--- config.mk ---
export PLATFORM = sky130hd
export DESIGN_NAME = dese_cell
export DESIGN_NICKNAME = d
export VERILOG_FILES = /design/src/rtl/core/dese_pkg.sv /design/src/rtl/core/dese_cell.sv
export SDC_FILE = /design/constraint.sdc
export NUM_CORES = 1
export LEC_CHECK = 0
export ABC_AREA = 1
export BUFFER_PORTS_ARGS = -buffer_cell sky130_fd_sc_hd__buf_4
export CAP_MARGIN = 30
export CORE_UTILIZATION = 42
export DETAILED_ROUTE_END_ITERATION = 16
export GPL_TIMING_DRIVEN = 0
export HOLD_SLACK_MARGIN = 0.06
export PLACE_DENSITY = 0.76
export SLEW_MARGIN = 0
export SYNTH_ARGS = -nofsm -noshare
export SYNTH_HDL_FRONTEND = slang
export SYNTH_SLANG_ARGS = --single-unit
--- constraint.sdc ---
create_clock -name clk -period 3.45 [get_ports clk]
set_input_delay 0.69 -clock clk [delete_from_list [all_inputs] [get_ports clk]]
set_output_delay 0.69 -clock clk [all_outputs]
set_load 0.05 [all_outputs]
--- src/rtl/core/dese_pkg.sv ---
// dese_pkg: shared types and constants for the debug expression stack evaluator
// depends on nothing; used by every module in rtl/core
package dese_pkg;

	localparam int STACK_DEPTH = 64;
	localparam int IDX_W = $clog2(STACK_DEPTH);
	localparam int CNT_W = $clog2(STACK_DEPTH + 1);
	localparam int DATA_W = 64;

	localparam logic [4:0] OP_PUSH     = 5'd0;
	localparam logic [4:0] OP_PUSH_REG = 5'd1;
	localparam logic [4:0] OP_ADD      = 5'd2;
	localparam logic [4:0] OP_SUB      = 5'd3;
	localparam logic [4:0] OP_MUL      = 5'd4;
	localparam logic [4:0] OP_DIV      = 5'd5;
	localparam logic [4:0] OP_MOD      = 5'd6;
	localparam logic [4:0] OP_AND      = 5'd7;
	localparam logic [4:0] OP_OR       = 5'd8;
	localparam logic [4:0] OP_NOT      = 5'd9;
	localparam logic [4:0] OP_XOR      = 5'd10;
	localparam logic [4:0] OP_ABS      = 5'd11;
	localparam logic [4:0] OP_SHL      = 5'd12;
	localparam logic [4:0] OP_SHR      = 5'd13;
	localparam logic [4:0] OP_SAR      = 5'd14;
	localparam logic [4:0] OP_GE       = 5'd15;
	localparam logic [4:0] OP_LE       = 5'd16;
	localparam logic [4:0] OP_GT       = 5'd17;
	localparam logic [4:0] OP_LT       = 5'd18;
	localparam logic [4:0] OP_EQ       = 5'd19;
	localparam logic [4:0] OP_NE       = 5'd20;
	localparam logic [4:0] OP_ADDCONST = 5'd21;
	localparam logic [4:0] OP_DEREF    = 5'd22;
	localparam logic [4:0] OP_PICK     = 5'd23;
	localparam logic [4:0] OP_DROP     = 5'd24;
	localparam logic [4:0] OP_ILLEGAL  = 5'd25;
	localparam logic [4:0] OP_CLEAR    = 5'd26;

	typedef struct packed {
		logic [4:0]        operation;
		logic [DATA_W-1:0] value;
		logic [7:0]        immediate;
		logic              read_ok;
	} item_t;

	typedef struct packed {
		logic [DATA_W-1:0] top_value;
		logic [6:0]        stack_depth;
		logic              error_flag;
	} result_t;

	typedef enum logic [1:0] {
		CM_HOLD  = 2'd0,
		CM_DOWN  = 2'd1,
		CM_UP    = 2'd2,
		CM_WRTOP = 2'd3
	} cell_mode_t;

	// one command broadcast to every cell of the stack row
	typedef struct packed {
		cell_mode_t        mode;
		logic [IDX_W-1:0]  idx;
		logic              wr0;
		logic [DATA_W-1:0] wval;
	} cell_ctrl_t;

endpackage

--- src/rtl/core/dese_cell.sv ---
// dese_cell: one stack entry of the cell row, position counted from the top
// depends on dese_pkg
module dese_cell (
	input  logic                          clk,
	input  logic [dese_pkg::IDX_W-1:0]    pos,
	input  dese_pkg::cell_ctrl_t          ctrl,
	input  logic [dese_pkg::DATA_W-1:0]   above,
	input  logic [dese_pkg::DATA_W-1:0]   below,
	output logic [dese_pkg::DATA_W-1:0]   data
);

	logic [dese_pkg::DATA_W-1:0] data_q;

	always_ff @(posedge clk) begin
		case (ctrl.mode)
			dese_pkg::CM_DOWN: begin
				data_q <= (pos == '0) ? ctrl.wval : below;
			end
			dese_pkg::CM_UP: begin
				if (pos >= ctrl.idx)
					data_q <= above;
				else if (pos == '0 && ctrl.wr0)
					data_q <= ctrl.wval;
			end
			dese_pkg::CM_WRTOP: begin
				if (pos == '0)
					data_q <= ctrl.wval;
			end
			default: begin
				data_q <= data_q;
			end
		endcase
	end

	assign data = data_q;

endmodule

==> out/results.txt, run 1 <==
Cts bufs inserted: 9
WP buf/inv: 4
Syn Std Cell Area: 0.00526 mm^2
Layout area overhead: 48.7%
Drt wl/cell: 13.3 um
Family with the most delay on the worst path: simple AND/OR/NAND/NOR gates
# diodes: 0
Syn_area_per_cell: 6.60 um^2
Detailed-router iteration count before antenna repair: 5
Layout cells sized above 1: 32.5%
Die X: 114 um
Status: completed
Detail Placement HPWL: 12300 um
Max Cap Violations: 0
Synth top area share: 36.6%
Tcrit/Tclk final: 77.1%
CTS tree: built
Warnings from Yosys: 0
Pin count of the biggest net entering global routing: 65
# H-tree levels: 3
Fillers: 1169
CP required: 3.33 ns
Row Count: 40
# hold bufs at CTS: 0
Chip height: 114 um
Worst slew pin tran: 0.901 ns
GRT Overall Usage: 25.8%
Vias post-DR: 5844
Minimum clock period: 2.66 ns
Clock Sink Count: 64
Highest-delay cell along the critical path: nand2_4
Fmax: 376 MHz
Post-layout util: 64.5%
CTS root buffer: clkbuf_16
Drt drc: 0
Commonest non-fill, non-tap cells in the layout: buf_4 (272), nand2_1 (269), inv_1 (204), nand3_1 (173), edfxtp_1 (64)
Syn_nets: 1010
Longest Clk Path Bufs: 2
Global-route wire length before repair: 26000 um
Peak VDD IR: 0.162 mV
Port bufs: 271
Clock transition at the registers of the reported paths: 0.06 ns
Ports: 272
Final hold violation count: 0
Unrepaired setup endpoints after global routing: no
Setup-failing EPs final: 0
CTS resizes: 0
Critical Path End Type: register
Vias in the first global route: 5419
Power, Total: 3.19 mW
Critical path class: input port to register
Worst path max stage delay: 0.53 ns
Commonest non-fill, non-tap cell in the layout: buf_4
CP max FO: 64
Final TNS setup: 0 ns
Die area: 0.0130 mm^2
Number of vias per cell: 4.67
GPL Wtd Cong: 0.852
Critical-path cell list: buf_4, ha_1, nand2_1, inv_2, a21oi_2, nand2_1, buf_6, buf_6, o21ai_1, nand2_4
DRT iter0 DRCs: 438
Sequential area share after synthesis: 36.6%
Post-CTS setup buffers: 0
Remaining Overflow, GRT: 0
Initial antenna violation count: 0
Core ar.: 0.0121 mm^2
Nets: 1292
Top cells by area, synth: edfxtp_1 (37%), nand2_1 (19%), nand3_1 (16%)
Leakage: 4.57 nW
Slew margin rel.: 40.0%
Final ANT Viol Nets: 0
Flops & latches, synth: 64
Cells after synthesis: 796
Worst Setup Start Kind: input port
Largest area contributor in the netlist: edfxtp_1
Max reg flops: 64
PwrDens: 408 mW/mm^2
Hold WC Path Type: input port to register
Crit path DAT: 2.54 ns
Fin. max-slew vios: 0
Final wirelength: 16700 um
Distinct cells, synth: 18
Initial core utilization: 43.4%
power breakdown:
group	internal [mW]	total, mW	switching, mW
logic	0.450	1.20	0.753
clock network	0.630	0.975	0.345
registers	0.986	1.01	0.0272
total	2.07	3.19	1.12
worst paths after layout:
kind  startpoint       end  slack [ns]  depth (start not counted)
max       pos[5]   data[7]        0.79                         10
min    below[60]  data[60]        0.70                          5
synth_stat cells:
master and instances:
nand3_2 20, nor2_1 5, nand2_2 1, buf_2 22, inv_2 3, ha_1 6, nand2_1 270, buf_1 2
o21ai_1 1, a21oi_2 1, nor2_2 1, inv_1 204, edfxtp_1 64, buf_8 2, clkbuf_1 3, nand3_1 173
buf_6 17, buf_4 1
final cells by class:
type	instances	area (um^2)	area share, %
Multi-Input combinational cell	478	2210	28.2
Buffer	47	358	4.58
Timing Repair Buffer	271	2030	26.0
Clock buffer	12	236	3.03
Tap cell	168	210	2.69
Sequential cell	64	1920	24.6
Inverter	207	777	9.94
Clock inverter	4	68.8	0.881
per-stage QoR:
stage / worst slack (ns) / hold slack (ns) / instances / instance area [um^2]
after detailed placement: 0.436 / 1.04 / 1235 / 7510
after floorplan: 0.00192 / 0.952 / 796 / 5260
after CTS: 0.777 / 0.697 / 1251 / 7810
final: 0.791 / 0.703 / 1251 / 7810
after global placement: -1.05 / 1.04 / 1235 / 7500
after global routing: 0.661 / 0.720 / 1251 / 7810
layer usage:
metal	global-route usage (%)	wire [um]	vias to the layer above	share of wire, %
li1	-	-	2973	-
met1	31.0	6690	2561	40
met2	44.6	8200	282	49
met3	5.84	1380	28	8.3
met4	10.6	420	0	2.5
met5	0	0	-	0
kinds of logic after synthesis:
group	Yosys count	synth area share, %
adders and majority gates	6	1.43
DFF	64	36.6
AOI/OAI and AO/OA	2	0.262
and+or+nand+nor	470	40.2
buffers and inverters	254	21.6
No activity file was read; power rests on OpenSTA's default activity.
==> run 2: changes to the inputs <==
CORE_UTILIZATION = 47   (was 42)
PLACE_DENSITY = 0.81   (was 0.76)
clock period = 2.6 ns   (was 3.45 ns; I/O delays follow)
==> out/results.txt, run 2 (synthesis results as in run 1) <==
Status: completed
Core ar.: 0.0109 mm^2
Hold path depth: 5
Die X: 108 um
Max reg flops: 64
GRT Overall Usage: 28.3%
Sequential Power Share: 35.4%
Row Count: 38
Longest Clk Path Bufs: 2
Initial core utilization: 48.3%
Ports: 272
Net Sw Frac: 38.3%
Worst Setup Start Kind: input port
Unrepaired setup endpoints after global routing: no
Fin. max-slew vios: 0
Comb power frac: 42.2%
Setup-failing EPs final: 0
Minimum clock period: 2.41 ns
Tcrit/Tclk final: 92.6%
Initial antenna violation count: 0
Worst path max stage delay: 0.39 ns
Hold WC Path Type: input port to register
Die area: 0.0116 mm^2
GPL Wtd Cong: 0.870
Vias post-DR: 5826
Remaining Overflow, GRT: 0
Peak VDD IR: 0.250 mV
CTS root buffer: clkbuf_8
Nets: 1292
Post-CTS setup buffers: 0
Internal cell power: 2.34 mW
Drt drc: 0
Cts bufs inserted: 9
Layout area overhead: 45.7%
Critical Path End Type: register
P_sw: 1.45 mW
Area after DPL: 0.00747 mm^2
Slew margin rel.: 64.2%
Leakage: 4.51 nW
Port bufs: 271
CP max FO: 64
Worst slew pin tran: 0.536 ns
Clock Sink Count: 64
Max Cap Violations: 0
Clock transition at the registers of the reported paths: 0.08 ns
Highest-delay cell along the critical path: nand2_8
DRT met1 WL: 6400 um
Commonest non-fill, non-tap cell in the layout: buf_4
Final hold violation count: 0
Clock Power Share: 22.4%
Critical-path cell list: buf_4, ha_1, nand2_1, inv_2, a21oi_2, nand2_1, buf_6, buf_6, o21ai_1, nand2_8
DRT iter0 DRCs: 372
Global-route wire length before repair: 25200 um
CTS resizes: 0
Worst hold slack: 0.520 ns
Detail Placement HPWL: 12300 um
Finished Cell Area: 0.00766 mm^2
Crit path DAT: 2.36 ns
WL met2: 8260 um
Final wirelength: 16500 um
Top routing layer used: met4
CTS tree: built
Drt wl/cell: 13.5 um
# hold bufs at CTS: 0
WL met3: 1340 um
PwrDens: 494 mW/mm^2
Critical path class: input port to register
Number of vias per cell: 4.77
# diodes: 0
Layout cells sized above 1: 32.5%
Commonest non-fill, non-tap cells in the layout: buf_4 (272), nand2_1 (269), inv_1 (204), nand3_1 (173), edfxtp_1 (64)
Chip height: 108 um
Final ANT Viol Nets: 0
Fmax: 415 MHz
Pin count of the biggest net entering global routing: 65
# H-tree levels: 3
CP required: 2.56 ns
Vias in the first global route: 5343
Detailed-router iteration count before antenna repair: 5
run 2: worst paths after layout:
check	startpoint	to	slack, ns
setup / recovery	pos[5]	data[40]	0.19
hold / removal	below[54]	data[54]	0.52
run 2: power by group through the flow:
stage	Sequential [mW]	Combinational (mW)	Clock [mW]
4_1_cts	1.34	1.60	0.851
3_3_place_gp	1.36	1.58	0
3_5_place_dp	1.36	1.59	0
5_1_grt	1.35	1.72	0.884
2_1_floorplan	1.83	0.529	0
6_report	1.34	1.60	0.847
run 2: metrics by stage:
stage          std cells  utilization, %  setup TNS (ns)  total power [mW]  setup slack, ns
2_1_floorplan        796               -               0              2.36            0.228
3_3_place_gp        1207            68.6          -14.29              2.94           -0.227
3_5_place_dp        1207            68.6          -16.01              2.96           -0.255
4_1_cts             1222            70.3               0              3.79           0.0970
5_1_grt             1222            70.4               0              3.95           0.0512
6_report            1222            70.4               0              3.79            0.191
run 2: layout make-up:
type,instances,area [um^2]
buffer,47,358
clock buffer,11,131
clock inverter,4,46.3
fill,975,3230
inverter,207,777
multi-input combinational,478,2220
sequential,64,1920
tap,140,175
timing repair buffer,271,2030
run 2: per-layer routing:
metal	global-route usage [%]	up-vias
met1	33.1	2538
met3	5.51	40
met4	12.3	0
met2	50.0	275
met5	0	-
li1	-	2973
run 2: worst max-delay path: cells and delay by family:
kind	cells	cell delay (ns)
compound gates	2	0.45
fa+ha+maj	1	0.30
buf+inv	4	0.48
simple gates	3	0.58
