File: config.mk
export PLATFORM = sky130hd
export DESIGN_NAME = dese_divider
export DESIGN_NICKNAME = d
export VERILOG_FILES = /design/src/rtl/core/dese_pkg.sv /design/src/rtl/core/dese_divider.sv
export SDC_FILE = /design/constraint.sdc
export NUM_CORES = 1
export LEC_CHECK = 0
export BUFFER_PORTS_ARGS = -buffer_cell sky130_fd_sc_hd__clkbuf_2
export CORE_ASPECT_RATIO = 1.25
export CORE_MARGIN = 2
export CORE_UTILIZATION = 40
export DETAILED_ROUTE_END_ITERATION = 16
export GPL_ROUTABILITY_DRIVEN = 1
export PLACE_DENSITY = 0.59
export SLEW_MARGIN = 10
export SYNTH_ARGS = -nofsm -noshare
export SYNTH_HDL_FRONTEND = slang
export SYNTH_SLANG_ARGS = --single-unit
export TNS_END_PERCENT = 100
File: constraint.sdc
create_clock -name clk -period 5.09 [get_ports clk]
set_input_delay 0.2545 -clock clk [delete_from_list [all_inputs] [get_ports clk]]
set_output_delay 0.2545 -clock clk [all_outputs]
set_load 0.02 [all_outputs]
File: src/rtl/core/dese_pkg.sv
// dese_pkg: shared types and constants for the debug expression stack evaluator
// depends on nothing; used by every module in rtl/core
package dese_pkg;

	localparam int STACK_DEPTH = 64;
	localparam int IDX_W = $clog2(STACK_DEPTH);
	localparam int CNT_W = $clog2(STACK_DEPTH + 1);
	localparam int DATA_W = 64;

	localparam logic [4:0] OP_PUSH     = 5'd0;
	localparam logic [4:0] OP_PUSH_REG = 5'd1;
	localparam logic [4:0] OP_ADD      = 5'd2;
	localparam logic [4:0] OP_SUB      = 5'd3;
	localparam logic [4:0] OP_MUL      = 5'd4;
	localparam logic [4:0] OP_DIV      = 5'd5;
	localparam logic [4:0] OP_MOD      = 5'd6;
	localparam logic [4:0] OP_AND      = 5'd7;
	localparam logic [4:0] OP_OR       = 5'd8;
	localparam logic [4:0] OP_NOT      = 5'd9;
	localparam logic [4:0] OP_XOR      = 5'd10;
	localparam logic [4:0] OP_ABS      = 5'd11;
	localparam logic [4:0] OP_SHL      = 5'd12;
	localparam logic [4:0] OP_SHR      = 5'd13;
	localparam logic [4:0] OP_SAR      = 5'd14;
	localparam logic [4:0] OP_GE       = 5'd15;
	localparam logic [4:0] OP_LE       = 5'd16;
	localparam logic [4:0] OP_GT       = 5'd17;
	localparam logic [4:0] OP_LT       = 5'd18;
	localparam logic [4:0] OP_EQ       = 5'd19;
	localparam logic [4:0] OP_NE       = 5'd20;
	localparam logic [4:0] OP_ADDCONST = 5'd21;
	localparam logic [4:0] OP_DEREF    = 5'd22;
	localparam logic [4:0] OP_PICK     = 5'd23;
	localparam logic [4:0] OP_DROP     = 5'd24;
	localparam logic [4:0] OP_ILLEGAL  = 5'd25;
	localparam logic [4:0] OP_CLEAR    = 5'd26;

	typedef struct packed {
		logic [4:0]        operation;
		logic [DATA_W-1:0] value;
		logic [7:0]        immediate;
		logic              read_ok;
	} item_t;

	typedef struct packed {
		logic [DATA_W-1:0] top_value;
		logic [6:0]        stack_depth;
		logic              error_flag;
	} result_t;

	typedef enum logic [1:0] {
		CM_HOLD  = 2'd0,
		CM_DOWN  = 2'd1,
		CM_UP    = 2'd2,
		CM_WRTOP = 2'd3
	} cell_mode_t;

	// one command broadcast to every cell of the stack row
	typedef struct packed {
		cell_mode_t        mode;
		logic [IDX_W-1:0]  idx;
		logic              wr0;
		logic [DATA_W-1:0] wval;
	} cell_ctrl_t;

endpackage

File: src/rtl/core/dese_divider.sv
// dese_divider: 64-bit unsigned restoring divider, one quotient bit per cycle
// depends on dese_pkg
module dese_divider (
	input  logic                          clk,
	input  logic                          arst_n,
	input  logic                          start,
	input  logic [dese_pkg::DATA_W-1:0]   dividend,
	input  logic [dese_pkg::DATA_W-1:0]   divisor,
	output logic                          done,
	output logic [dese_pkg::DATA_W-1:0]   quotient,
	output logic [dese_pkg::DATA_W-1:0]   remainder
);

	localparam int STEP_W = $clog2(dese_pkg::DATA_W);

	logic                        busy_q;
	logic                        done_q;
	logic [STEP_W-1:0]           step_q;
	logic [dese_pkg::DATA_W-1:0] rem_q;
	logic [dese_pkg::DATA_W-1:0] quo_q;
	logic [dese_pkg::DATA_W-1:0] div_q;
	logic [dese_pkg::DATA_W:0]   trial;
	logic [dese_pkg::DATA_W:0]   diff;

	assign trial = {rem_q, quo_q[dese_pkg::DATA_W-1]};
	assign diff  = trial - {1'b0, div_q};

	always_ff @(posedge clk or negedge arst_n) begin
		if (!arst_n) begin
			busy_q <= 1'b0;
			done_q <= 1'b0;
			step_q <= '0;
		end else begin
			done_q <= 1'b0;
			if (start) begin
				busy_q <= 1'b1;
				step_q <= '0;
			end else if (busy_q) begin
				step_q <= step_q + 1'b1;
				if (step_q == STEP_W'(dese_pkg::DATA_W - 1)) begin
					busy_q <= 1'b0;
					done_q <= 1'b1;
				end
			end
		end
	end

	always_ff @(posedge clk) begin
		if (start) begin
			rem_q <= '0;
			quo_q <= dividend;
			div_q <= divisor;
		end else if (busy_q) begin
			if (!diff[dese_pkg::DATA_W]) begin
				rem_q <= diff[dese_pkg::DATA_W-1:0];
				quo_q <= {quo_q[dese_pkg::DATA_W-2:0], 1'b1};
			end else begin
				rem_q <= trial[dese_pkg::DATA_W-1:0];
				quo_q <= {quo_q[dese_pkg::DATA_W-2:0], 1'b0};
			end
		end
	end

	assign done      = done_q;
	assign quotient  = quo_q;
	assign remainder = rem_q;

endmodule

==> results of run 1 <==
-- power groups by stage --
stage	Sequential, µW	Combinational [µW]	Clock [µW]
after global placement	1920	521	0
after CTS	1890	564	1380
after detailed placement	1920	524	0
after floorplan	1980	270	0
final	1880	562	1340
after global routing	1900	613	1430
-- path summary, 6_finish.rpt --
check	to
max	remainder[57]
min	div_q[49]
max reg2reg	remainder[57]
min reg2reg	remainder[31]
max in group asynchronous	busy_q
min in group asynchronous	done
-- synthesized netlist by cell type, types with 3 or more instances --
library cell and n:
nand2_1 148, edfxtp_1 128, nor2_1 91, a21oi_1 89, inv_1 83, ha_1 65
dfxtp_1 64, mux2_2 63, nand3_1 54, clkbuf_1 49, o21ai_0 44, a311oi_1 37
xnor2_1 30, a21o_1 25, nand4_1 24, nor3_1 21, xor2_1 21, and3_1 17
o21bai_1 16, buf_2 15, a31oi_1 9, and2_1 8, dfrtp_1 8, nand2b_1 8
o21a_1 7, a211oi_1 6, o211ai_1 6, a21oi_2 5, nor2b_1 5, nor3b_1 5
nor4_1 5, or3_1 5, a21boi_0 4, a221oi_1 4, buf_4 4, mux2i_1 4
nand3b_1 4, o311ai_0 4, o31ai_1 4, a2111oi_0 3, a211o_1 3, a31o_2 3
o21ai_1 3
-- flip-flops by register name (all words and copies together) (netlist names) --
register / flops
remainder: 64
quotient: 64
busy_q: 1
done: 1
div_q: 64
step_q: 6
-- worst max-delay path, delay by kind of cell (launching register included) --
family	cells	cell delay, ns
AOI/OAI and AO/OA	7	1.57
xor gates and xnor gates	1	0.21
adders and majority gates	2	0.60
buffers and inverters	2	0.25
DFF	1	0.37
and+or+nand+nor	2	0.76
-- metrics by stage --
stage	worst slack [ns]	area (µm²)
5_1_grt	0.9426	14800
3_5_place_dp	1.198	13630
3_3_place_gp	1.295	13630
4_1_cts	1.178	14800
2_1_floorplan	1.719	12020
6_report	1.225	14800
-- logic make-up (layout without fill, tap and decap cells) --
| group | Yosys count | after routing |
|---|---|---|
| muxes | 67 | 67 |
| buffers and inverters | 153 | 444 |
| xor gates and xnor gates | 51 | 51 |
| adders and majority gates | 66 | 66 |
| and+or+nand+nor | 408 | 408 |
| AOI/OAI and AO/OA | 305 | 305 |
| DFF | 200 | 200 |
-- layout by cell type, fill, tap and decap left out, types with 28 or more instances in the layout --
master | netlist | routed
a21oi_1 | 89 | 89
dlygate4sd3_1 | 0 | 61
inv_1 | 83 | 82
nand2_1 | 148 | 148
nand3_1 | 54 | 54
clkbuf_2 | 0 | 258
mux2_2 | 63 | 63
nor2_1 | 91 | 90
ha_1 | 65 | 65
a311oi_1 | 37 | 37
dfxtp_1 | 64 | 64
xnor2_1 | 30 | 28
edfxtp_1 | 128 | 128
o21ai_0 | 44 | 44
-- final cells by class --
cell class	count	area, µm²
clock buffer	17	425.4
clock inverter	14	130.1
fill	2866	14630
inverter	83	311.5
multi-input combinational	897	6093
sequential	200	5326
tap	396	495.5
timing repair buffer	330	2013
-- routing by layer --
layer / wire length [µm] / vias to the layer above
met5: 0 / -
met4: 859 / 0
met3: 2142 / 54
met2: 17020 / 353
met1: 14560 / 4954
li1: - / 5148
-- timing repair --
action,CTS,global route
hold buffers,61,0
buffers inserted,0,0
endpoints found under the hold margin,68,0
==> impl_results.md, run 1 <==
- Max_cap viols: 0
- Max IR drop VDD: 166.0 µV
- Cell internal pwr: 2727 µW
- Starting Density: 40.83%
- IO buf count: 259
- Worst slew margin: 38.86%
- Area growth from synthesis to layout: 23.13%
- Leak Pwr: 0.006517 µW
- Post-Syn Instances: 1250
- Nets: 1726
- Critical path capture point type: flip-flop
- Worst path required time: 5.46 ns
- Initial antenna violation count: 0
- Post_cts resized: 0
- RSZ-0062 raised after global routing: false
- CP max stage delay: 0.56 ns
- Largest cells by area after synthesis: edfxtp_1 32%, dfxtp_1 11%, ha_1 6.8%
- XOR/XNOR Fraction of Synth Area: 3.717%
- Setup violators final: 0
- Post-Syn Area: 0.01202 mm²
- Final hold vios: 0
- Core Area: 0.02943 mm²
- Placed insts: 1845
- Dpl hpwl: 25520 µm
- TNS Setup: 0 ns
- Worst min-delay path startpoint: divisor[49]
- Wire per inst: 17.85 µm
- Clk pwr share: 35.4%
- Switching part of the total power: 28.03%
- CP max stage cell: or4_1
- Diode count: 0
- GRT met1 Usage: 26.76%
- Fin. max-slew vios: 0
- Vias in the first global route: 10.56k
- Synth unique cells: 80
- Ports: 260
- Pwr dens: 256.1 mW/mm²
- Worst-path clk slew: 0.08 ns
- Row count: 70
- Critical Path Source: quotient[63]
- Final non-filler cell total: 1937
- Syn nets: 1447
- GR peak layer: met2
- Vias: 10.51k
- Crit path max fanout: 48
- Cell taking the most area after synthesis: edfxtp_1
- R2r startpoint: quotient[63]
- DIE HEIGHT: 197.8 µm
- Comb pwr share: 14.8%
- Detailed-route DRC error count: 0
- Die area: 0.03145 mm²
- Critical Path AT: 4.24 ns
- Core Util, Final: 50.28%
- Share of the synthesized area in the top cell type: 31.99%
- Hold Path Class: input pin to flip-flop
- CTS H-tree lvls: 4
- Setup CP Type: flip-flop to flip-flop
- Cells on worst reg2reg path: 14
- Clk buf depth: 2
- Synth Area in Simple Gates: 15.91%
- First-pass GRT wire length: 55140 µm
- Die W: 159.0 µm
- Worst-Margin Slew: 0.9053 ns
- Status: finished, final reports clean
- GRT met3 Usage: 4.462%
- Antenna-violating nets left: 0
- Vias/cell: 5.425
- Final Skew: 0.01495 ns
- WHS Path Cells: 1
- Iteration-0 DRC Markers: 698
- Grt ovf: 0
- Synthesized area per cell: 9.613 µm²
- Fmax: 0.2587 GHz
- Crit path launch type: flip-flop
- Post-Synth Adder-Cell Area: 6.935%
- Mux share of post-synthesis cell area: 6.237%
- Min cycle time layout: 3.865 ns
- GRT met2 Usage: 38.23%
- PnR Total Power: 3789 µW
- Gpl congestion: 0.9233
- Worst-Skew Late Latency: 0.45 ns
- Num CTS Buffers: 17
- Root Buffer: clkbuf_16
- Largest net degree at the start of global routing: 157
- Ys flop type: edfxtp_1
- Seq cells post-synth: 200
- CTS tree: done
- DRT Pass-1 Iters: 5
- Final worst-path cycle share: 75.93%
- Worst R2R Setup Slack: 1.23 ns
- P_sw: 1062 µW
- GRT Overall Usage: 21.79%
- Seq/Total Area, Yosys: 44.31%
- Hold Slack: 0.01927 ns
- Post-synthesis compound-gate area fraction: 17.76%
- Main combinational cell family by area after synthesis: compound AO/OA/AOI/OAI gates
- Crit path cell chain: inv_1 -> ha_1 -> fa_1 -> nand2b_1 -> a21oi_1 -> o21ai_2 -> a31oi_4 -> a211oi_2 -> o22ai_4 -> a41oi_4 -> xnor2_2 -> buf_12 -> or4_1 -> a311oi_2
- Async SR Flop Fraction: 4.000%
- Layout cells sized above 1: 25.37%
- Yosys warnings: 0
- EDFF count, synth: 128
- Sink Count: 200
- Flop pwr share: 49.7%
- Final wirelength: 34580 µm
Power figures use the tool's default switching activity.
==> run 2: changes to the inputs <==
--- a/config.mk
+++ b/config.mk
@@ -11,7 +11,7 @@
 export CORE_UTILIZATION = 40
 export DETAILED_ROUTE_END_ITERATION = 16
 export GPL_ROUTABILITY_DRIVEN = 1
-export PLACE_DENSITY = 0.59
+export PLACE_DENSITY = 0.61
 export SLEW_MARGIN = 10
 export SYNTH_ARGS = -nofsm -noshare
 export SYNTH_HDL_FRONTEND = slang
==> constraint.sdc (replaced) <==
create_clock -name clk -period 3.25 [get_ports clk]
set_input_delay 0.1625 -clock clk [delete_from_list [all_inputs] [get_ports clk]]
set_output_delay 0.1625 -clock clk [all_outputs]
set_load 0.02 [all_outputs]
==> impl_results.md, run 2 (same netlist as run 1, synthesis figures left out) <==
- Final worst-path cycle share: 98.35%
- Die area: 0.03145 mm²
- Clk buf depth: 2
- Vias in the first global route: 11.39k
- Fin. max-slew vios: 0
- Commonest non-fill, non-tap cells in the layout: 258 x clkbuf_2, 204 x buf_4, 143 x nand2_1
- Pwr dens: 364.5 mW/mm²
- End of the worst register-to-register path: remainder[3]
- CTS H-tree lvls: 4
- Crit path max fanout: 6
- Layout cells sized above 1: 37.43%
- Dpl hpwl: 27420 µm
- Core Area: 0.02943 mm²
- Setup violators final: 0
- Leak Pwr: 0.007911 µW
- Area growth from synthesis to layout: 45.98%
- Iteration-0 DRC Markers: 690
- Root Buffer: clkbuf_16
- Max IR drop VDD: 281.8 µV
- Vias/cell: 5.238
- RSZ-0062 raised after global routing: true
- DP Worst Slack: -0.1786 ns
- Cells on worst reg2reg path: 14
- Final wirelength: 38420 µm
- Worst-Margin Slew: 0.8417 ns
- Crit path cell chain: inv_1 -> ha_2 -> fa_2 -> nand2b_4 -> a21oi_4 -> o21ai_4 -> a31oi_4 -> a211oi_4 -> o22ai_4 -> a41oi_4 -> xnor2_4 -> buf_12 -> or3_1 -> a311oi_1
- Fmax: 0.3129 GHz
- Fill cells: 2550
- Crit path launch type: flip-flop
- Wire per inst: 17.51 µm
- Status: finished, final reports clean
- IO buf count: 259
- Final hold vios: 0
- Min cycle time layout: 3.196 ns
- Die W: 159.0 µm
- Diode count: 0
- Worst slew margin: 43.89%
- Starting Density: 40.83%
- Worst path required time: 3.61 ns
- Gpl congestion: 0.9330
- Hold EP: quotient[16]
- DRT Pass-1 Iters: 5
- Most common cell after layout, fill and taps aside: clkbuf_2
- Worst min-delay path startpoint: dividend[16]
- Initial antenna violation count: 0
- Critical path capture point type: flip-flop
- Final worst setup slack: 0.05376 ns
- R2r startpoint: quotient[63]
- WHS Path Cells: 2
- CP max stage delay: 0.40 ns
- Row count: 70
- First-pass GRT wire length: 59460 µm
- Num CTS Buffers: 17
- Crit path max-delay family: compound AO/OA/AOI/OAI gates
- Grt ovf: 0
- Antenna-violating nets left: 0
- Ports: 260
- Detailed-route DRC error count: 0
- CP max stage cell: edfxtp_1
- PnR Total Power: 6393 µW
- Final Skew: 0.01752 ns
- Setup CP Type: flip-flop to flip-flop
- Largest net degree at the start of global routing: 79
- GRT Overall Usage: 23.58%
- Worst R2R Setup Slack: 0.05 ns
- Critical path buffers and inverters: 2
- Hold Path Class: input pin to flip-flop
- Max_cap viols: 0
- Worst-path clk slew: 0.09 ns
- TNS Setup: 0 ns
- DIE HEIGHT: 197.8 µm
- Nets: 1982
- Critical Path AT: 3.56 ns
- Worst-Skew Late Latency: 0.47 ns
- Sink Count: 200
- CTS tree: done
- Vias: 11.49k
-- run 2: cell count changes in the layout (fill, tap and decap cells not counted), moves of 6 or more --
cell,previous run,this run
a21oi_1,89,74
a21oi_2,5,16
buf_4,8,204
clkinv_8,0,6
dlygate4sd3_1,61,107
ha_1,65,50
ha_4,0,11
o21ai_0,44,37
-- run 2: worst max path at each step --
| stage | startpoint | end | slack, ns | cells after the start |
|---|---|---|---|---|
| after detailed placement | quotient[63] | remainder[48] | -0.18 | 15 |
| after global placement | quotient[63] | remainder[11] | -0.06 | 14 |
| final | quotient[63] | remainder[3] | 0.05 | 14 |
| after floorplan | quotient[63] | remainder[57] | -0.02 | 15 |
| after CTS | div_q[7] | remainder[57] | 0.01 | 13 |
| after global routing | div_q[27] | remainder[47] | -0.11 | 16 |
-- run 2: stage by stage --
stage / area [µm²] / hold slack, ns / utilization [%] / cells
floorplan: 12040 / -0.1331 / - / 1250
global placement: 15180 / 0.02210 / 51.60 / 2041
detailed placement: 15180 / 0.01524 / 51.60 / 2041
CTS: 17030 / 0.0001193 / 57.88 / 2184
global route: 17540 / 0.004796 / 59.61 / 2194
finish: 17540 / 0.01325 / 59.61 / 2194
-- run 2: cell type report --
class / count / area [µm²] / share of cell area [%]
clock buffer: 17 / 425.4 / 2.425
clock inverter: 15 / 219.0 / 1.248
inverter: 83 / 311.5 / 1.776
multi-input combinational: 897 / 6579 / 37.50
sequential: 200 / 5326 / 30.36
tap: 396 / 495.5 / 2.825
timing repair buffer: 586 / 4185 / 23.86
-- run 2: worst reg2reg max path, delay by kind of cell, from the launching register on --
kind                       cells  cell delay, ns
AOI/OAI and AO/OA              7            1.36
xor gates and xnor gates       1            0.19
adders and majority gates      2            0.40
buffers and inverters          2            0.27
DFF                            1            0.40
and+or+nand+nor                2            0.49
-- run 2: repair_timing --
item / CTS / global route
gates resized for setup: 22 / 81
hold buffers: 106 / 1
gates cloned: 0 / 2
endpoints found under the setup margin: 58 / 62
buffers inserted: 6 / 7
hold endpoints to repair: 113 / 1
pin swaps: 13 / 21
-- run 2: power by group --
group / internal (µW) / switching, µW
Clock: 1090 / 1250
Combinational: 528 / 577
Sequential: 2880 / 76.1
-- run 2: layer usage --
metal,routed length [µm],GRT usage (%),vias up
met4,914,7.104,0
met1,16080,28.76,5455
li1,-,-,5652
met5,0,0,-
met3,2042,5.320,58
met2,19390,41.66,327
==> run 3: changes to the inputs <==
--- a/config.mk
+++ b/config.mk
@@ -6,12 +6,14 @@
 export NUM_CORES = 1
 export LEC_CHECK = 0
 export BUFFER_PORTS_ARGS = -buffer_cell sky130_fd_sc_hd__clkbuf_2
+export CELL_PAD_IN_SITES_DETAIL_PLACEMENT = 1
+export CELL_PAD_IN_SITES_GLOBAL_PLACEMENT = 1
 export CORE_ASPECT_RATIO = 1.25
 export CORE_MARGIN = 2
-export CORE_UTILIZATION = 40
+export CORE_UTILIZATION = 30
 export DETAILED_ROUTE_END_ITERATION = 16
 export GPL_ROUTABILITY_DRIVEN = 1
-export PLACE_DENSITY = 0.61
+export PLACE_DENSITY = 0.6
 export SLEW_MARGIN = 10
 export SYNTH_ARGS = -nofsm -noshare
 export SYNTH_HDL_FRONTEND = slang
==> impl_results.md, run 3 (same netlist as run 1, synthesis figures left out) <==
- Status: finished, violations left
- Failing checks: setup timing
- Final worst-path cycle share: 100.5%
- Most common cell after layout, fill and taps aside: clkbuf_2
- CTS H-tree lvls: 4
- Max_cap viols: 0
- Worst path required time: 3.63 ns
- PnR Total Power: 6283 µW
- Final worst setup slack: -0.01611 ns
- Die area: 0.04168 mm²
- Final wirelength: 44040 µm
- Clk buf depth: 2
- Worst-path clk slew: 0.08 ns
- Final hold vios: 0
- Commonest non-fill, non-tap cells in the layout: 258 x clkbuf_2, 194 x buf_4, 133 x nand2_1
- DRT Pass-1 Iters: 4
- CP max stage delay: 0.43 ns
- RSZ-0062 raised after global routing: true
- Worst slew margin: 45.16%
- Wire per inst: 18.97 µm
- Starting Density: 30.19%
- Critical path capture point type: flip-flop
- Diode count: 0
- Max IR drop VDD: 384.5 µV
- Ports: 260
- Vias: 11.70k
- Area growth from synthesis to layout: 49.64%
- Placed insts: 2131
- Critical path buffers and inverters: 2
- Die W: 183.0 µm
- Critical Path AT: 3.64 ns
- Final Skew: 0.01636 ns
- Vias in the first global route: 12.70k
- Dpl hpwl: 32070 µm
- Gpl congestion: 0.8713
- Layout cells sized above 1: 37.73%
- Core Util, Final: 45.17%
- Initial antenna violation count: 0
- Root Buffer: clkbuf_16
- Final non-filler cell total: 2322
- Hold Path Class: input pin to flip-flop
- Nets: 2002
- Iteration-0 DRC Markers: 553
- DIE HEIGHT: 227.8 µm
- Crit path launch type: flip-flop
- Row count: 82
- Worst-Skew Late Latency: 0.47 ns
- GRT Overall Usage: 20.88%
- Num CTS Buffers: 17
- Hold Slack: 0.04024 ns
- IO buf count: 259
- Core Area: 0.03981 mm²
- Antenna-violating nets left: 0
- CP max stage cell: edfxtp_1
- Leak Pwr: 0.008037 µW
- Pwr dens: 349.4 mW/mm²
- Setup violators final: 2
- Largest net degree at the start of global routing: 73
- Crit path max-delay family: compound AO/OA/AOI/OAI gates
- CTS tree: done
- Fmax: 0.3062 GHz
- Setup CP Type: flip-flop to flip-flop
- Fin. max-slew vios: 0
- Sink Count: 200
- Vias/cell: 5.037
- Detailed-route DRC error count: 0
- Crit path max fanout: 8
- First-pass GRT wire length: 68640 µm
- Crit path cell chain: ha_4 -> fa_2 -> nand2b_4 -> a21oi_4 -> o21ai_4 -> a31oi_4 -> a211oi_4 -> o22ai_4 -> a41oi_4 -> buf_6 -> xnor2_4 -> buf_12 -> or3_4 -> a311oi_2
- Grt ovf: 0
- DP Worst Slack: -0.2355 ns
- Worst-Margin Slew: 0.8226 ns
- Min cycle time layout: 3.266 ns
-- run 3: cell types whose count changed in the layout (fill, tap and decap cells not counted), sizes merged --
cell,change
clkbuf,+2
dlygate4sd3,+20
inv,-1
clkinv,-1
-- run 3: path summary, 6_finish.rpt --
kind,startpoint,to,slack [ns],depth (start not counted)
max,div_q[0],remainder[3],-0.02,14
min,dividend[62],quotient[62],0.04,2
max reg2reg,div_q[0],remainder[3],-0.02,14
min reg2reg,remainder[46],remainder[47],0.52,2
max in group asynchronous,arst_n,busy_q,2.97,2
min in group asynchronous,arst_n,step_q[5],0.08,2
-- run 3: timing repair --
action,CTS,global route
pin swaps,24,45
setup endpoints to repair,54,59
hold buffers,127,0
setup buffers,14,14
resized for setup,30,107
endpoints found under the hold margin,134,0
gates cloned,1,3
-- run 3: metal layers --
layer  share of wire [%]  GRT usage, %  vias up
li1                    -             -     5705
met1                  42         24.27     5668
met2                  52         37.71      243
met3                 3.2         3.432       80
met4                 3.6         8.675        0
met5                   0             0        -
-- run 3: layout make-up --
| class | instances | area, µm² |
|---|---|---|
| clock buffer | 19 | 432.9 |
| clock inverter | 13 | 146.4 |
| fill | 4592 | 21830 |
| inverter | 83 | 311.5 |
| multi-input combinational | 897 | 6644 |
| sequential | 200 | 5329 |
| tap | 504 | 630.6 |
| timing repair buffer | 606 | 4487 |
-- run 3: per-stage QoR --
step                      instance area (µm²)   TNS [ns]
final                                   17980   -0.01877
after global placement                  15200     -3.903
after detailed placement                15200     -6.684
after global routing                    17980     -2.137
after CTS                               17340  -0.008846
after floorplan                         12040   -0.01560
-- run 3: report_power, final --
part           switching (µW)  total (µW)  internal [µW]  leakage (µW)
sequential               74.8        2950           2880       0.00193
combinational             607        1150            544       0.00583
clock                    1150        2180           1030      0.000283
